## config.mk

```make
export PLATFORM = sky130hd
export DESIGN_NAME = cmt_front
export DESIGN_NICKNAME = d
export VERILOG_FILES = /design/src/sv/cmt_pkg.sv /design/src/sv/cmt_fifo.sv /design/src/sv/cmt_front.sv
export VERILOG_INCLUDE_DIRS = /design/src /design/src/sv
export SDC_FILE = /design/constraint.sdc
export NUM_CORES = 1
export LEC_CHECK = 0
export ABC_AREA = 1
export BUFFER_PORTS_ARGS = -buffer_cell sky130_fd_sc_hd__buf_4
export CAP_MARGIN = 30
export CORE_ASPECT_RATIO = 1.4
export CORE_MARGIN = 10
export CORE_UTILIZATION = 35
export DETAILED_ROUTE_END_ITERATION = 8
export SKIP_CTS_REPAIR_TIMING = 1
export SYNTH_ARGS = -nofsm -noshare
export SYNTH_HDL_FRONTEND = slang
export SYNTH_HIERARCHICAL = 1
export SYNTH_SLANG_ARGS = --single-unit
```

## constraint.sdc

```tcl
create_clock -name clock -period 1.55 [get_ports clock]
set_input_delay 0.0775 -clock clock [delete_from_list [all_inputs] [get_ports clock]]
set_output_delay 0.0775 -clock clock [all_outputs]
set_load 0.02 [all_outputs]
```

## src/sv/cone_mesh_tessellator_macros.svh

```systemverilog
// assertion macros shared by the cone mesh tessellator modules
// expects signals named clock and reset in the including module
`ifndef CONE_MESH_TESSELLATOR_MACROS_SVH
`define CONE_MESH_TESSELLATOR_MACROS_SVH

// same-cycle implication, off during reset
`define CMT_ASSERT_IMP(label, ante, cons, msg) \
   label: assert property (@(posedge clock) disable iff (reset) (ante) |-> (cons)) \
      else $error(msg);

// next-cycle implication, off during reset
`define CMT_ASSERT_NXT(label, ante, cons, msg) \
   label: assert property (@(posedge clock) disable iff (reset) (ante) |=> (cons)) \
      else $error(msg);

`endif

```

## src/sv/cmt_pkg.sv

```systemverilog
// types, constants and tables of the cone mesh tessellator
// no dependencies
package cmt_pkg;

   localparam int unsigned MAX_SEGS         = 4096;
   localparam int unsigned CORDIC_STEPS_DEF = 16;
   localparam int unsigned IDX_W            = 12;
   localparam int unsigned CNT_W            = 13;
   localparam int unsigned CSR_W            = 16;
   localparam int unsigned DIV_NUM_W        = 48;
   localparam int unsigned DIV_DEN_W        = 34;
   localparam logic signed [33:0] CORDIC_GAIN = 34'sd652032874;
   localparam logic signed [15:0] NORM_ONE    = 16'sd16384;
   localparam logic signed [16:0] POS_LIMIT   = 17'sd65535;

   typedef enum logic [1:0] {
      CSR_HEIGHT = 2'd0,
      CSR_RADIUS = 2'd1,
      CSR_COUNT  = 2'd2
   } csr_addr_type;

   // entry of the queue between front and back
   typedef struct packed {
      logic [IDX_W-1:0] idx;
      logic             bad;
   } item_type;

   typedef struct packed {
      logic [1:0]         vertex_slot;
      logic signed [16:0] pos_x;
      logic signed [16:0] pos_y;
      logic [15:0]        pos_z;
      logic signed [15:0] norm_x;
      logic signed [15:0] norm_y;
      logic signed [15:0] norm_z;
      logic               bad_index;
      logic               last;
   } rsp_type;

   // arctangent of 2^-j in units of 2^-32 turn
   function automatic logic [29:0] atan_turn(input logic [4:0] j);
      logic [29:0] a;
      case (j)
         5'd0:  a = 30'd536870912;
         5'd1:  a = 30'd316933406;
         5'd2:  a = 30'd167458907;
         5'd3:  a = 30'd85004756;
         5'd4:  a = 30'd42667331;
         5'd5:  a = 30'd21354465;
         5'd6:  a = 30'd10679838;
         5'd7:  a = 30'd5340245;
         5'd8:  a = 30'd2670163;
         5'd9:  a = 30'd1335087;
         5'd10: a = 30'd667544;
         5'd11: a = 30'd333772;
         5'd12: a = 30'd166886;
         5'd13: a = 30'd83443;
         5'd14: a = 30'd41722;
         5'd15: a = 30'd20861;
         5'd16: a = 30'd10430;
         5'd17: a = 30'd5215;
         5'd18: a = 30'd2608;
         5'd19: a = 30'd1304;
         5'd20: a = 30'd652;
         5'd21: a = 30'd326;
         5'd22: a = 30'd163;
         5'd23: a = 30'd81;
         default: a = 30'd0;
      endcase
      return a;
   endfunction

endpackage

```

## src/sv/cmt_fifo.sv

```systemverilog
// small register queue with show-ahead read
// depends on cone_mesh_tessellator_macros.svh
`include "cone_mesh_tessellator_macros.svh"
module cmt_fifo #(
   parameter int unsigned WIDTH = 8,
   parameter int unsigned DEPTH = 4
) (
   input  logic             clock,
   input  logic             reset,
   input  logic             push,
   input  logic [WIDTH-1:0] wdata,
   output logic             full,
   input  logic             pop,
   output logic [WIDTH-1:0] rdata,
   output logic             empty
);
   localparam int unsigned AW = (DEPTH > 1) ? $clog2(DEPTH) : 1;

   logic [WIDTH-1:0] mem_ff [DEPTH];
   logic [AW-1:0]    wr_ptr_ff, wr_ptr_in, rd_ptr_ff, rd_ptr_in;
   logic [AW:0]      cnt_ff, cnt_in;
   logic             do_push, do_pop;

   assign full    = (cnt_ff == (AW+1)'(DEPTH));
   assign empty   = (cnt_ff == '0);
   assign do_push = push && !full;
   assign do_pop  = pop && !empty;
   assign rdata   = mem_ff[rd_ptr_ff];

   always_comb begin
      wr_ptr_in = wr_ptr_ff;
      rd_ptr_in = rd_ptr_ff;
      cnt_in    = cnt_ff;
      if (do_push) begin
         wr_ptr_in = (wr_ptr_ff == AW'(DEPTH-1)) ? '0 : wr_ptr_ff + 1'b1;
      end
      if (do_pop) begin
         rd_ptr_in = (rd_ptr_ff == AW'(DEPTH-1)) ? '0 : rd_ptr_ff + 1'b1;
      end
      if (do_push && !do_pop) begin
         cnt_in = cnt_ff + 1'b1;
      end else if (do_pop && !do_push) begin
         cnt_in = cnt_ff - 1'b1;
      end
   end

   always_ff @(posedge clock) begin
      if (reset) begin
         wr_ptr_ff <= '0;
         rd_ptr_ff <= '0;
         cnt_ff    <= '0;
      end else begin
         wr_ptr_ff <= wr_ptr_in;
         rd_ptr_ff <= rd_ptr_in;
         cnt_ff    <= cnt_in;
      end
   end

   always_ff @(posedge clock) begin
      if (do_push) begin
         mem_ff[wr_ptr_ff] <= wdata;
      end
   end

   `CMT_ASSERT_IMP(a_cnt_bound, 1'b1, cnt_ff <= (AW+1)'(DEPTH), "queue count above depth")
   `CMT_ASSERT_NXT(a_cnt_up, do_push && !do_pop, cnt_ff == $past(cnt_ff) + 1'b1, "count missed push")

endmodule

```

## src/sv/cmt_front.sv

```systemverilog
// front part: accepts segment indexes, flags out-of-range ones, queues them
// depends on cmt_pkg and cmt_fifo
module cmt_front import cmt_pkg::*; (
   input  logic             clock,
   input  logic             reset,
   input  logic             push,
   output logic             full,
   input  logic [IDX_W-1:0] segment_index,
   input  logic [CNT_W-1:0] seg_count_eff,
   input  logic             q_pop,
   output logic             q_empty,
   output item_type         q_item
);
   item_type item;

   always_comb begin
      item.idx = segment_index;
      item.bad = ({1'b0, segment_index} >= seg_count_eff);
   end

   cmt_fifo #(
      .WIDTH ($bits(item_type)),
      .DEPTH (2)
   ) u_queue (
      .clock (clock),
      .reset (reset),
      .push  (push),
      .wdata (item),
      .full  (full),
      .pop   (q_pop),
      .rdata (q_item),
      .empty (q_empty)
   );

endmodule

```

* Yosys cells after proc, flatten, opt, wreduce, memory -nomap -nowiden
Memories as Yosys holds them, arrays and structs flattened. A register that Yosys moved wholly into a read port is not among the register bits.
Index checks and enable logic that the tools add are counted.
** Storage, ports and cells
- Register bits :: 4
- RAM bits :: 26
- Bits of input ports :: 29
- Output and inout bits :: 15
- Memories kept :: 1
** Cells by class
- Add/subtract/negate cells :: 4
- $lt $le $gt $ge :: 1
- Eq/ne operators :: 1
- Mux-type cells :: 8
- Reductions and logical operators :: 10
** Memory list
- u_queue.mem_ff :: words 2, width 13, read ports 1, clocked after Yosys merged registers in 1, write ports 1, RTL line cmt_fifo.sv:19 : logic [WIDTH-1:0] mem_ff [DEPTH];
** Operator list (count)
- 12-bit by 13-bit greater-or-equal comparator with 1-bit output :: 1
- 1-bit 2-to-1 mux :: 6
- 1-bit logical AND :: 4
- 1-bit logical NOT :: 4
- 2-bit 2-to-1 mux :: 2
- 1-bit adder (second input constant) :: 2
- 2-bit by 1-bit adder with 2-bit output (second input constant) :: 1
- 2-bit == test (second input constant) :: 1
- 2-bit logical NOT :: 1
- 2-bit nonzero test :: 1
- 2-bit by 1-bit subtractor with 2-bit output (second input constant) :: 1

* Depth between registers and ports, before layout
- Word-level depth :: 7
- Gate-level depth with buffers :: 10

* By module
The synthesis kept the hierarchy.
** By module, submodules not included
- cmt_fifo :: times used 1, cells an instance 77, area an instance 1184.9 um^2, sequential area each 880.8 um^2
- cmt_front :: times used 1, cells an instance 60, area an instance 359.1 um^2, sequential area each 0.0 um^2

* Least setup slack after synthesis
OpenSTA, ideal clock, no wires.
- Path type :: reg2reg
- Start :: reg u_queue.cnt_ff[0]
- End :: mem u_queue/mem_ff[1][0] in the netlist's numbering (enable)
- Data arrival time :: 1.141 ns
- Data required time :: 1.168 ns
- Path slack :: 0.027 ns
- Stages on the path, launching flop included :: 3
- Path through :: dfxtp_1 > o21ai_2 > nor2_1
** On the way
- Longest elaborated chain between the ends :: 5
** RTL lines
- start, declared :: RTL line cmt_fifo.sv:21 : logic [AW:0] cnt_ff, cnt_in;
- start signal, assigned :: RTL line cmt_fifo.sv:55 : cnt_ff <= cnt_in;
- 2-bit == test :: RTL line cmt_fifo.sv:24 : assign full = (cnt_ff == (AW+1)'(DEPTH));
- 1-bit logical NOT :: RTL line cmt_fifo.sv:26 : assign do_push = push && !full;
- 1-bit logical AND :: RTL line cmt_fifo.sv:26
- 1-bit 2-to-1 mux :: RTL line cmt_fifo.sv:60 : if (do_push) begin
- 1-bit 2-to-1 mux (implied by the code) :: RTL line cmt_fifo.sv:61 : mem_ff[wr_ptr_ff] <= wdata;
- end, declared :: RTL line cmt_fifo.sv:19
No other way between the ends.

==> metrics.yaml <==
outcome:
  status: "finished, final reports clean"
yosys:
  syn-instance-count: 137
  synth_area_um2: 1540
  syn-num-nets: 179
  synth.ff_latch_count: 31
  synth.top_cell.area_share_pct: 50.6
  synth_top_cell_by_area: "edfxtp_1"
  yosysSeqAreaShare_pct: 57.1
  synthDistinctLibCells: 21
  synth_area_leaders: "edfxtp_1 (51%), ha_1 (11%), mux2_1 (7.3%)"
  ys_warn_count: 6
  syn_area_per_cell_um2: 11.3
layout:
  final_area_um2: 2170
  final_common_cell: "buf_4"
  final_cell_mix: "buf_4 (45), edfxtp_1 (26), inv_1 (24), nand2_1 (20), ha_1 (13)"
  n_fill_cell: 388
  n_antenna_cell: 0
  synthToLayoutAreaGrowth_pct: 40.3
  drive_gt1_share_pct: 33.0
  num-nets-final: 242
placement:
  hpwl_um: 2600
  io_buffers: 43
  place.gp.congestion: 0.739
  postPlaceCellArea_um2: 1970
sta:
  period_minus_slack_ns: 1.48
  fmax_ghz: 0.676
  slew_headroom_pct: 77.1
  finalMaxSlewViolations: 0
  max_slew.worst_pin.slew_ns: 0.344
  hold_violations: 0
  skew_ns: 0.00266
  setup_viol_count_final: 0
  post-route-period-util_pct: 95.4
route:
  vias: 1137
  drt_iter0_markers: 40
  routed_wl_um: 3440
  wl_per_cell_um: 13.2
  antenna_left: 0
  drc: 0
  drt-pass1-iter-count: 4
  post_drt_via_cell_ratio: 4.37
power:
  p_int_mw: 1.81
  combPwrFrac_pct: 36.4
  p_total_mw: 2.70
  switching_power_mw: 0.896
  power_density_nw_per_um2: 1250
  p_leak_nw: 0.986
  power.share.clock_pct: 21.0
  p_sw_share_pct: 33.1
  seqPwrFrac_pct: 42.6
  vdd_ir_drop_max_uv: 965
clock_network:
  cts.htree.levels: 2
  cts.sinks: 31
  clockBufferDepth: 2
  tritoncts: "built"
  cts.clk_slew.worst_paths_ns: 0.06
  numCtsBuffers: 5
  clk_latency_ns: 0.27
  cts-root-buf: "clkbuf_8"
setup_path:
  critPathCaptureType: "output pin"
  worstPathArrival_ns: 1.40
  crit_fanout: 10
  crit_type: "reg -> out"
  start_kind: "register"
  r2r_cells: 7
  critPathRequiredTime_ns: 1.47
flow_run:
  drv_cap: 0
floorplanning:
  die-area_um2: 7510
  row_count: 28
  die_w_um: 76.1
  start_util_pct: 36.4
  ioPinCount: 44
  fp.dieH_um: 98.6
  core_um2: 4240
grt:
  grt_max_degree: 14
  grt_overflow: 0
  grt_pass1_wl_um: 5180
  grt_antenna_before_repair: 0
  globalRouteTotalUtil_pct: 8.62
  grt_pass1_vias: 1164
hold_path:
  hp-class: "in -> reg"
  hold_depth: 1
==> synth_stat cells, drive strengths merged <==
| library cell | n |
|---|---|
| inv | 27 |
| edfxtp | 26 |
| nand2 | 22 |
| nor2 | 14 |
| ha | 13 |
| mux2 | 13 |
| o21ai | 6 |
| dfxtp | 5 |
| a21oi | 4 |
| nand3 | 4 |
| and2 | 1 |
| buf | 1 |
| nand4 | 1 |
==> cells by family after synthesis <==
group	count (synthesis)	synth area share, %
DFF	31	57.1
and+or+nand+nor	42	12.2
adders and majority gates	13	10.5
buffers and inverters	28	7.05
muxes	13	9.48
AOI/OAI and AO/OA	10	3.73
==> power groups by stage <==
stage / Combinational, mW / Clock [mW] / Sequential [mW]
floorplan: 0.568 / 0 / 1.14
finish: 0.985 / 0.568 / 1.15
global placement: 0.938 / 0 / 1.15
detailed placement: 0.965 / 0 / 1.16
global route: 1.08 / 0.630 / 1.17
CTS: 0.969 / 0.595 / 1.14
==> worst max-delay path: stages, from the launching register on <==
cell and delay [ns]:
dfxtp_1 0.46, buf_12 0.18, mux2_1 0.33, buf_4 0.16
==> area by class of cell <==
| cell class | instances | area, um^2 | area share [%] |
|---|---|---|---|
| multi-input combinational | 78 | 562 | 25.9 |
| timing repair buffer | 57 | 468 | 21.6 |
| inverter | 27 | 101 | 4.68 |
| clock inverter | 2 | 8.76 | 0.404 |
| sequential | 31 | 882 | 40.7 |
| tap | 60 | 75.1 | 3.47 |
| clock buffer | 5 | 68.8 | 3.18 |
==> per-stage QoR <==
stage               TNS [ns]  setup WS, ns  hold WS (ns)  cells  utilization [%]
CTS                        0        0.0399       -0.0152    249             48.3
global placement           0         0.232         0.277    242             46.5
global route        -0.00338      -0.00272       0.00169    260             51.1
finish                     0        0.0715       0.00324    260             51.1
detailed placement         0        0.0881         0.278    242             46.5
floorplan                  0        0.0265         0.176    137                -
==> registers in the layout, indices dropped and copies added (netlist names), named ones only <==
name               count
u_queue/rd_ptr_ff      1
u_queue/wr_ptr_ff      1
u_queue/mem_ff        26
u_queue/cnt_ff         2
==> path summary, 6_finish.rpt <==
kind / from / to / slack (ns)
worst max-delay path: register / q_item[0] / 0.07
worst min-delay path: segment_index[9] / u_queue/mem_ff[1][10] / 0.003
worst min register to register: u_queue/wr_ptr_ff / u_queue/wr_ptr_ff / 0.51
worst max register to register: u_queue/cnt_ff[0] / u_queue/cnt_ff[1] / 0.11
==> layer usage <==
| layer | vias to the layer above | track usage (%) | wire length, um |
|---|---|---|---|
| met5 | - | 0 | 0 |
| met1 | 514 | 8.37 | 1320 |
| met4 | 0 | 3.87 | 71 |
| met2 | 38 | 15.3 | 1790 |
| met3 | 7 | 4.00 | 252 |
| li1 | 578 | - | - |
(Power assumes the default switching activity.)
