===== src/sv/cone_mesh_tessellator_macros.svh =====
// assertion macros shared by the cone mesh tessellator modules
// expects signals named clock and reset in the including module
`ifndef CONE_MESH_TESSELLATOR_MACROS_SVH
`define CONE_MESH_TESSELLATOR_MACROS_SVH

// same-cycle implication, off during reset
`define CMT_ASSERT_IMP(label, ante, cons, msg) \
   label: assert property (@(posedge clock) disable iff (reset) (ante) |-> (cons)) \
      else $error(msg);

// next-cycle implication, off during reset
`define CMT_ASSERT_NXT(label, ante, cons, msg) \
   label: assert property (@(posedge clock) disable iff (reset) (ante) |=> (cons)) \
      else $error(msg);

`endif


===== src/sv/cmt_fifo.sv =====
// small register queue with show-ahead read
// depends on cone_mesh_tessellator_macros.svh
`include "cone_mesh_tessellator_macros.svh"
module cmt_fifo #(
   parameter int unsigned WIDTH = 8,
   parameter int unsigned DEPTH = 4
) (
   input  logic             clock,
   input  logic             reset,
   input  logic             push,
   input  logic [WIDTH-1:0] wdata,
   output logic             full,
   input  logic             pop,
   output logic [WIDTH-1:0] rdata,
   output logic             empty
);
   localparam int unsigned AW = (DEPTH > 1) ? $clog2(DEPTH) : 1;

   logic [WIDTH-1:0] mem_ff [DEPTH];
   logic [AW-1:0]    wr_ptr_ff, wr_ptr_in, rd_ptr_ff, rd_ptr_in;
   logic [AW:0]      cnt_ff, cnt_in;
   logic             do_push, do_pop;

   assign full    = (cnt_ff == (AW+1)'(DEPTH));
   assign empty   = (cnt_ff == '0);
   assign do_push = push && !full;
   assign do_pop  = pop && !empty;
   assign rdata   = mem_ff[rd_ptr_ff];

   always_comb begin
      wr_ptr_in = wr_ptr_ff;
      rd_ptr_in = rd_ptr_ff;
      cnt_in    = cnt_ff;
      if (do_push) begin
         wr_ptr_in = (wr_ptr_ff == AW'(DEPTH-1)) ? '0 : wr_ptr_ff + 1'b1;
      end
      if (do_pop) begin
         rd_ptr_in = (rd_ptr_ff == AW'(DEPTH-1)) ? '0 : rd_ptr_ff + 1'b1;
      end
      if (do_push && !do_pop) begin
         cnt_in = cnt_ff + 1'b1;
      end else if (do_pop && !do_push) begin
         cnt_in = cnt_ff - 1'b1;
      end
   end

   always_ff @(posedge clock) begin
      if (reset) begin
         wr_ptr_ff <= '0;
         rd_ptr_ff <= '0;
         cnt_ff    <= '0;
      end else begin
         wr_ptr_ff <= wr_ptr_in;
         rd_ptr_ff <= rd_ptr_in;
         cnt_ff    <= cnt_in;
      end
   end

   always_ff @(posedge clock) begin
      if (do_push) begin
         mem_ff[wr_ptr_ff] <= wdata;
      end
   end

   `CMT_ASSERT_IMP(a_cnt_bound, 1'b1, cnt_ff <= (AW+1)'(DEPTH), "queue count above depth")
   `CMT_ASSERT_NXT(a_cnt_up, do_push && !do_pop, cnt_ff == $past(cnt_ff) + 1'b1, "count missed push")

endmodule


===== config.mk =====
export PLATFORM = sky130hd
export DESIGN_NAME = cmt_fifo
export DESIGN_NICKNAME = d
export VERILOG_FILES = /design/src/sv/cmt_fifo.sv
export VERILOG_INCLUDE_DIRS = /design/src /design/src/sv
export SDC_FILE = /design/constraint.sdc
export NUM_CORES = 1
export LEC_CHECK = 0
export BUFFER_PORTS_ARGS = -buffer_cell sky130_fd_sc_hd__buf_4
export CORE_AREA = 2 2 64 66
export DETAILED_ROUTE_END_ITERATION = 10
export DIE_AREA = 0 0 66 68
export GPL_ROUTABILITY_DRIVEN = 0
export PLACE_DENSITY_LB_ADDON = 0.2
export SLEW_MARGIN = 20
export SYNTH_ARGS = -nofsm -noshare
export SYNTH_HDL_FRONTEND = slang
export SYNTH_SLANG_ARGS = --single-unit
export TNS_END_PERCENT = 50

===== constraint.sdc =====
create_clock -name clock -period 2.1 [get_ports clock]
set_clock_uncertainty 0.1 [all_clocks]
set_input_delay 0 -clock clock [delete_from_list [all_inputs] [get_ports clock]]
set_output_delay 0 -clock clock [all_outputs]
set_load 0.02 [all_outputs]

# Word level (Yosys, flattened, before mapping)
# Memory sizes are Yosys's and may differ from the RTL's. A register that Yosys moved wholly into a read port is not among the register bits.
# Index checks and enable logic that the tools add are counted.
dict set report word_totals {
  reg_bits 7
  latchBits 0
  ram_bits 32
  mem_bits_ro 0
  in_bits 12
  output_inout_bits 10
  n_memories 1
}
# name words width read_ports rd_ports_with_merged_regs wr line
set memory_table {}
lappend memory_table {mem_ff 4 8 1 1 1 cmt_fifo.sv:19} ;# logic [WIDTH-1:0] mem_ff [DEPTH];
dict set report op_classes {
  addsub 4
  mul 0
  div 0
  n_lt_le_gt_ge 0
  n_eq_ne 3
  shifts 0
  muxes 8
  n_bitwise 0
  reduce_logical 10
}
# op count
set op_table {}
lappend op_table {{2-to-1 mux 2 bit} 4}
lappend op_table {{2-to-1 mux 3 bit} 2}
lappend op_table {{adder 2 x 1 -> 2 bit, second input constant} 2}
lappend op_table {{== test 2 bit, second input constant} 2}
lappend op_table {{logical AND 1 bit} 4}
lappend op_table {{zero test 1 bit} 4}
lappend op_table {{adder 3 x 1 -> 3 bit, second input constant} 1}
lappend op_table {{== test 3 bit, second input constant} 1}
lappend op_table {{zero test 3 bit} 1}
lappend op_table {{subtractor 3 x 1 -> 3 bit, second input constant} 1}
lappend op_table {{2-to-1 mux 1 bit} 2}
lappend op_table {{nonzero test 2 bit} 1}

# Longest topological paths before layout
dict set report logic_depth {
  ltp_word 7
  ltp_mapped 10
  depth_no_buf 9
}

# Worst setup path before layout
# OpenSTA, ideal clock, no wires.
dict set report synth_timing {
  kind {register to register}
  startpoint {register cnt_ff[0]}
  endpoint {register cnt_ff[2]}
  t_arrival_ns 2.124
  slack_ns -0.194
  stages_incl_launch_ff 11
  n_path_buf 1
  synth_period_minus_slack_ns 2.294
  path_cell_list {dfxtp_1 or3b_1 buf_6 clkinv_4 nor2_2 ha_1 inv_1 fa_1 xor2_1 or3_2 a21oi_1}
}
dict set report synth_between {
  elab_chain_len 6
  elab_cells_between_ends 15
}
# element line
set synth_lines {}
lappend synth_lines {{start, declared} cmt_fifo.sv:21} ;# logic [AW:0] cnt_ff, cnt_in;
lappend synth_lines {{start signal, assigned} cmt_fifo.sv:55} ;# cnt_ff <= cnt_in;
lappend synth_lines {{== test 3 bit (*)} cmt_fifo.sv:24} ;# assign full = (cnt_ff == (AW+1)'(DEPTH));
lappend synth_lines {{net full} cmt_fifo.sv:12} ;# output logic full,
lappend synth_lines {{zero test 1 bit (*)} cmt_fifo.sv:26} ;# assign do_push = push && !full;
lappend synth_lines {{logical AND 1 bit (*)} cmt_fifo.sv:26}
lappend synth_lines {{net do_push} cmt_fifo.sv:22} ;# logic do_push, do_pop;
lappend synth_lines {{zero test 1 bit} cmt_fifo.sv:42} ;# end else if (do_pop && !do_push) begin
lappend synth_lines {{logical AND 1 bit} cmt_fifo.sv:42}
lappend synth_lines {{nonzero test 2 bit (no line)} n/a}
# Mark *: on every way through the listed nets, which the timed path passes. The rest lies on a longest branch. The select of a mux whose other input is x is not followed.
# A chain may end at the register's enable or synchronous reset.

# Worst setup path in the final report
dict set report layout_timing {
  startpoint {register cnt_ff[2]}
  endpoint {register cnt_ff[2]}
}
dict set report layout_between {
  elab_chain_len 6
  elab_cells_between_ends 15
}
# element line
set layout_lines {}
lappend layout_lines {{== test 3 bit (*)} cmt_fifo.sv:24}
lappend layout_lines {{zero test 1 bit (*)} cmt_fifo.sv:26}
lappend layout_lines {{logical AND 1 bit (*)} cmt_fifo.sv:26}
lappend layout_lines {{net do_push} cmt_fifo.sv:22}
lappend layout_lines {{zero test 1 bit} cmt_fifo.sv:42}
lappend layout_lines {{logical AND 1 bit} cmt_fifo.sv:42}
lappend layout_lines {{nonzero test 2 bit (no line)} n/a}
# Marked as above.

==> impl_summary.md <==
Status
The flow ran to the end, and the final reports show no timing, DRC or antenna violations.

Synth
Summing every instance area after synthesis gives approximately 0.0016 mm2. The synthesized netlist devotes 3.04% of its cell area to compound gates. The combinational family with the most area after synthesis is multiplexers. Ranked by total cell area, the synthesized netlist is headed by edfxtp_1 58%, dfxtp_1 11%, mux4_2 11%. For this run, the leading register cell type out of synthesis is edfxtp_1.

After synthesis, the share of flip-flops with an asynchronous set or reset is 0%. The post-synthesis sequential area ratio is 69.4%. Summing the areas of all fa, ha and maj instances in the mapped netlist gives 5.78% of the synthesized area. The number of unique standard cell types used by synthesis is 26. The number of nets in the synthesized netlist is 111. The synthesized design spends more area on one cell type than any other, namely edfxtp_1. The cell count after synthesis is 92. In this run, synthesis inferred 32 flip-flops with an integrated enable. The mean instance size in the synthesized netlist is 17.9 um2. The synthesized design contains 41 register bits. Of the post-synthesis cell area, the part taken by muxes is 12.2%. The synthesized design devotes to its leading area cell type approximately three fifths of total area.

The synthesized-area fraction occupied by xor and xnor cells is 1.06%. The Yosys step of the flow raised 0 warnings. Of the total synthesized cell area, the portion taken by AND, OR, NAND and NOR gates is under 10%.

Clocking
Buffers added to address setup during post-CTS repair amount to 0. The CTS sink count is 41. The clock-pin slew of the registers on the worst-case setup and hold paths is approximately 0.08 ns. The CTS tree is done. The number of levels in the clock H-tree is 2. The clock root buffer is clkbuf_8.

The clock insertion delay at the later pin of the skew report is between 0.2 and 0.3 ns. The deepest clock path buffer count is 2. TritonCTS created 5 clock buffers.

Route
In this run the remaining antenna-violating nets after routing total 0. In the final routed layout, each cell accounts on average for 15.1 um. The total iterations of the first detailed-routing run is 4. In the routed layout, each cell is associated on average with a via count of 4.86. After detailed routing, the total wire length is 2810 um. The first routing iteration left 40 violations.

Across all layers, the routed design uses 904 vias. For this run, design rule violations remaining after detail routing come to 0.

Critical path
The path depth of the worst reg2reg path is 9. The critical path data required time is 2.23 ns. The delay contributed by the slowest stage of the critical path is 0.34 ns. The start of the worst register-to-register path is cnt_ff[2]. Data arrives at the worst endpoint at roughly 2.2 ns. In this design, the largest share of critical-path delay is due to simple AND/OR/NAND/NOR gates.

The startpoint type of the worst setup path is a register. The signal on the critical path passes through or3b_4 > clkinv_8 > nor2_4 > ha_4 > inv_2 > fa_2 > xor2_2 > or3_4 > a21oi_2. The worst setup path is captured at a register. The critical path crosses 9 cells after its start point. The worst setup path startpoint is cnt_ff[2]. Together, buffers and inverters on the worst path number 2. The worst setup path is of the reg2reg kind. The largest fanout on the critical path is 2.

Among all stages on the critical path, the largest delay is contributed by fa_2.

Timing
The worst-case headroom to the max-slew limit is 72.3%. The worst-case hold slack is 0.101 ns. The max-slew violation count is 0. The shortest period the worst path allows is 2.03 ns. In the finished design, the share of the clock period the worst path needs comes to approximately 97%. Setup repair after global routing could not meet its margin everywhere. The hold violation total from the final report was 0.

The achievable clock frequency is between 0.4 and 0.5 GHz. The slew at the pin closest to its max-slew limit is 0.415 ns. The final critical-path setup slack is 0.0715 ns.

Setup violations remaining at the end of the flow were counted as 0.

Power
The logic gate share of total power is a little under a third. Summed over all nets, the switching power comes to ~700 uW. Summing internal, switching and leakage power gives about 2600 uW. The fraction of power consumed by sequential logic is 40.4%. The power density over cell area is roughly 1200 mW/mm2.

The cell internal power dissipation is 1900 uW. The reported leakage power is 0.000828 uW. In this run switching power makes up 27.5% of total power.

Per report_power, the clock group accounts for around 28% of the total. The peak ir drop on the vdd network is 0.795 mV.

Floorplanning
The overall die height is ~68 um. The count of pins on the block boundary is 22. The effective utilization at floorplan is 42.7%. The number of placement rows is 23. The floorplan die width is 66 um.

The die covers between 0.004 and 0.005 mm2. The region available for standard cell placement spans 0.00386 mm2.

Cells and area
The count of nets after finishing is 154. The final antenna diode count is 0. Of the cells placed in the final design, the portion with a size suffix greater than 1 is 47.1%.

The library cell used most frequently in the layout, excluding fill and tap cells, is edfxtp_1. The cell area after layout is 0.00221 mm2. The finished layout holds between 150 and 200 standard cells, fillers aside. The area growth from synthesis to layout is 34.1%. The library cells used most frequently in the layout, excluding fill and tap cells, are 32 x edfxtp_1, 30 x buf_4, 10 x dlygate4sd3_1.

Flow run
Across the run, the number of max-cap violations was 0.

Global routing
Global routing consumed, on the met1 layer, 15.8% of the routing resources. Global routing consumed, on the met2 layer, 25.1% of the routing resources. The aggregate global routing overflow is 0. The via count of the first global-routing pass came to approximately 940. The first-pass GRT wire length is 4420 um. The highest-utilization routing layer at the global route stage is met2. The met3 layer usage reported by global route is 4.93%.

Entering global routing, the biggest net connects 14 pins. The initial antenna violation count was 0. Across every metal layer, demand over resource in global routing totals 14.3%.

Place
Detailed placement finished with a half-perimeter wire length of 1950 um. Input and output buffers added on the ports amount to 21. The number of placed instances, taps included is around 170. Summing all placed instances gives a cell area of 0.00194 mm2.

OpenSTA, run right after detailed placement, puts the worst setup slack at -0.0500 ns.

Worst hold path
In this run the worst hold path is classified as in2reg. The hold path depth is 5. The worst min-delay path startpoint is pop.
-- through the flow --
stage	TNS (ns)	util [%]
floorplan	-0.0159	-
global placement	-0.00261	50.3
detailed placement	-0.0500	50.3
CTS	0	56.7
global route	-0.0151	57.2
finish	0	57.2
-- timing repair --
item | CTS | global route
resized for setup | 3 | 2
endpoints found under the hold margin | 41 | 0
endpoints found under the setup margin | 1 | 1
pin swaps | 1 | 2
hold buffers | 10 | 0
-- state kept, by name (all words and copies together) (netlist names), named ones only --
signal	flops
rd_ptr_ff	2
wr_ptr_ff	2
mem_ff	32
cnt_ff	3
-- kinds of logic (layout without fill, tap and decap cells) --
| logic type | after synthesis | after routing |
|---|---|---|
| simple gates | 16 | 16 |
| flops | 41 | 41 |
| buf+inv | 9 | 53 |
| xor+xnor | 2 | 2 |
| fa+ha+maj | 7 | 7 |
| compound gates | 7 | 7 |
| mux | 10 | 10 |
-- per-layer routing --
layer	share of wire, %	wire length, um
met1	41	1140
met2	54	1510
met3	3.8	107
met4	1.8	51
met5	0	0
-- worst reg2reg max path, cell delays in order, from the launching register on --
cell	delay, ns
dfxtp_2	0.32
or3b_4	0.27
clkinv_8	0.05
nor2_4	0.11
ha_4	0.15
inv_2	0.04
fa_2	0.34
xor2_2	0.15
or3_4	0.33
a21oi_2	0.11
-- Yosys cell counts (all sizes together) (2+ instances only) --
cell type / n
mux4: 8
xor2: 2
o31ai: 2
o21ai: 2
nand3: 2
or3: 2
nor2: 4
ha: 6
a21oi: 3
mux2i: 2
dfxtp: 9
edfxtp: 32
nor3: 2
and3: 4
buf: 3
inv: 4
-- power groups by stage --
stage | sequential (uW) | combinational [uW] | clock, uW
3_5_place_dp | 1070 | 783 | 0
2_1_floorplan | 1060 | 504 | 0
3_3_place_gp | 1070 | 772 | 0
6_report | 1060 | 834 | 730
4_1_cts | 1060 | 819 | 743
5_1_grt | 1070 | 902 | 778
-- path summary, 6_finish.rpt --
path	slack, ns	endpoint
worst max-delay path	0.07	cnt_ff[2]
worst min-delay path	0.10	rd_ptr_ff[0]
worst max register to register	0.07	cnt_ff[2]
worst min register to register	0.40	rd_ptr_ff[0]
-- layout make-up --
type	instances	area, um2
Tap cell	50	62.6
Clock inverter	3	65.1
Sequential cell	41	1150
Timing Repair Buffer	40	325
Multi-Input combinational cell	42	503
Inverter	5	31.3
Clock buffer	5	68.8
Fill cell	314	1650
Power figures use the tool's default switching activity.
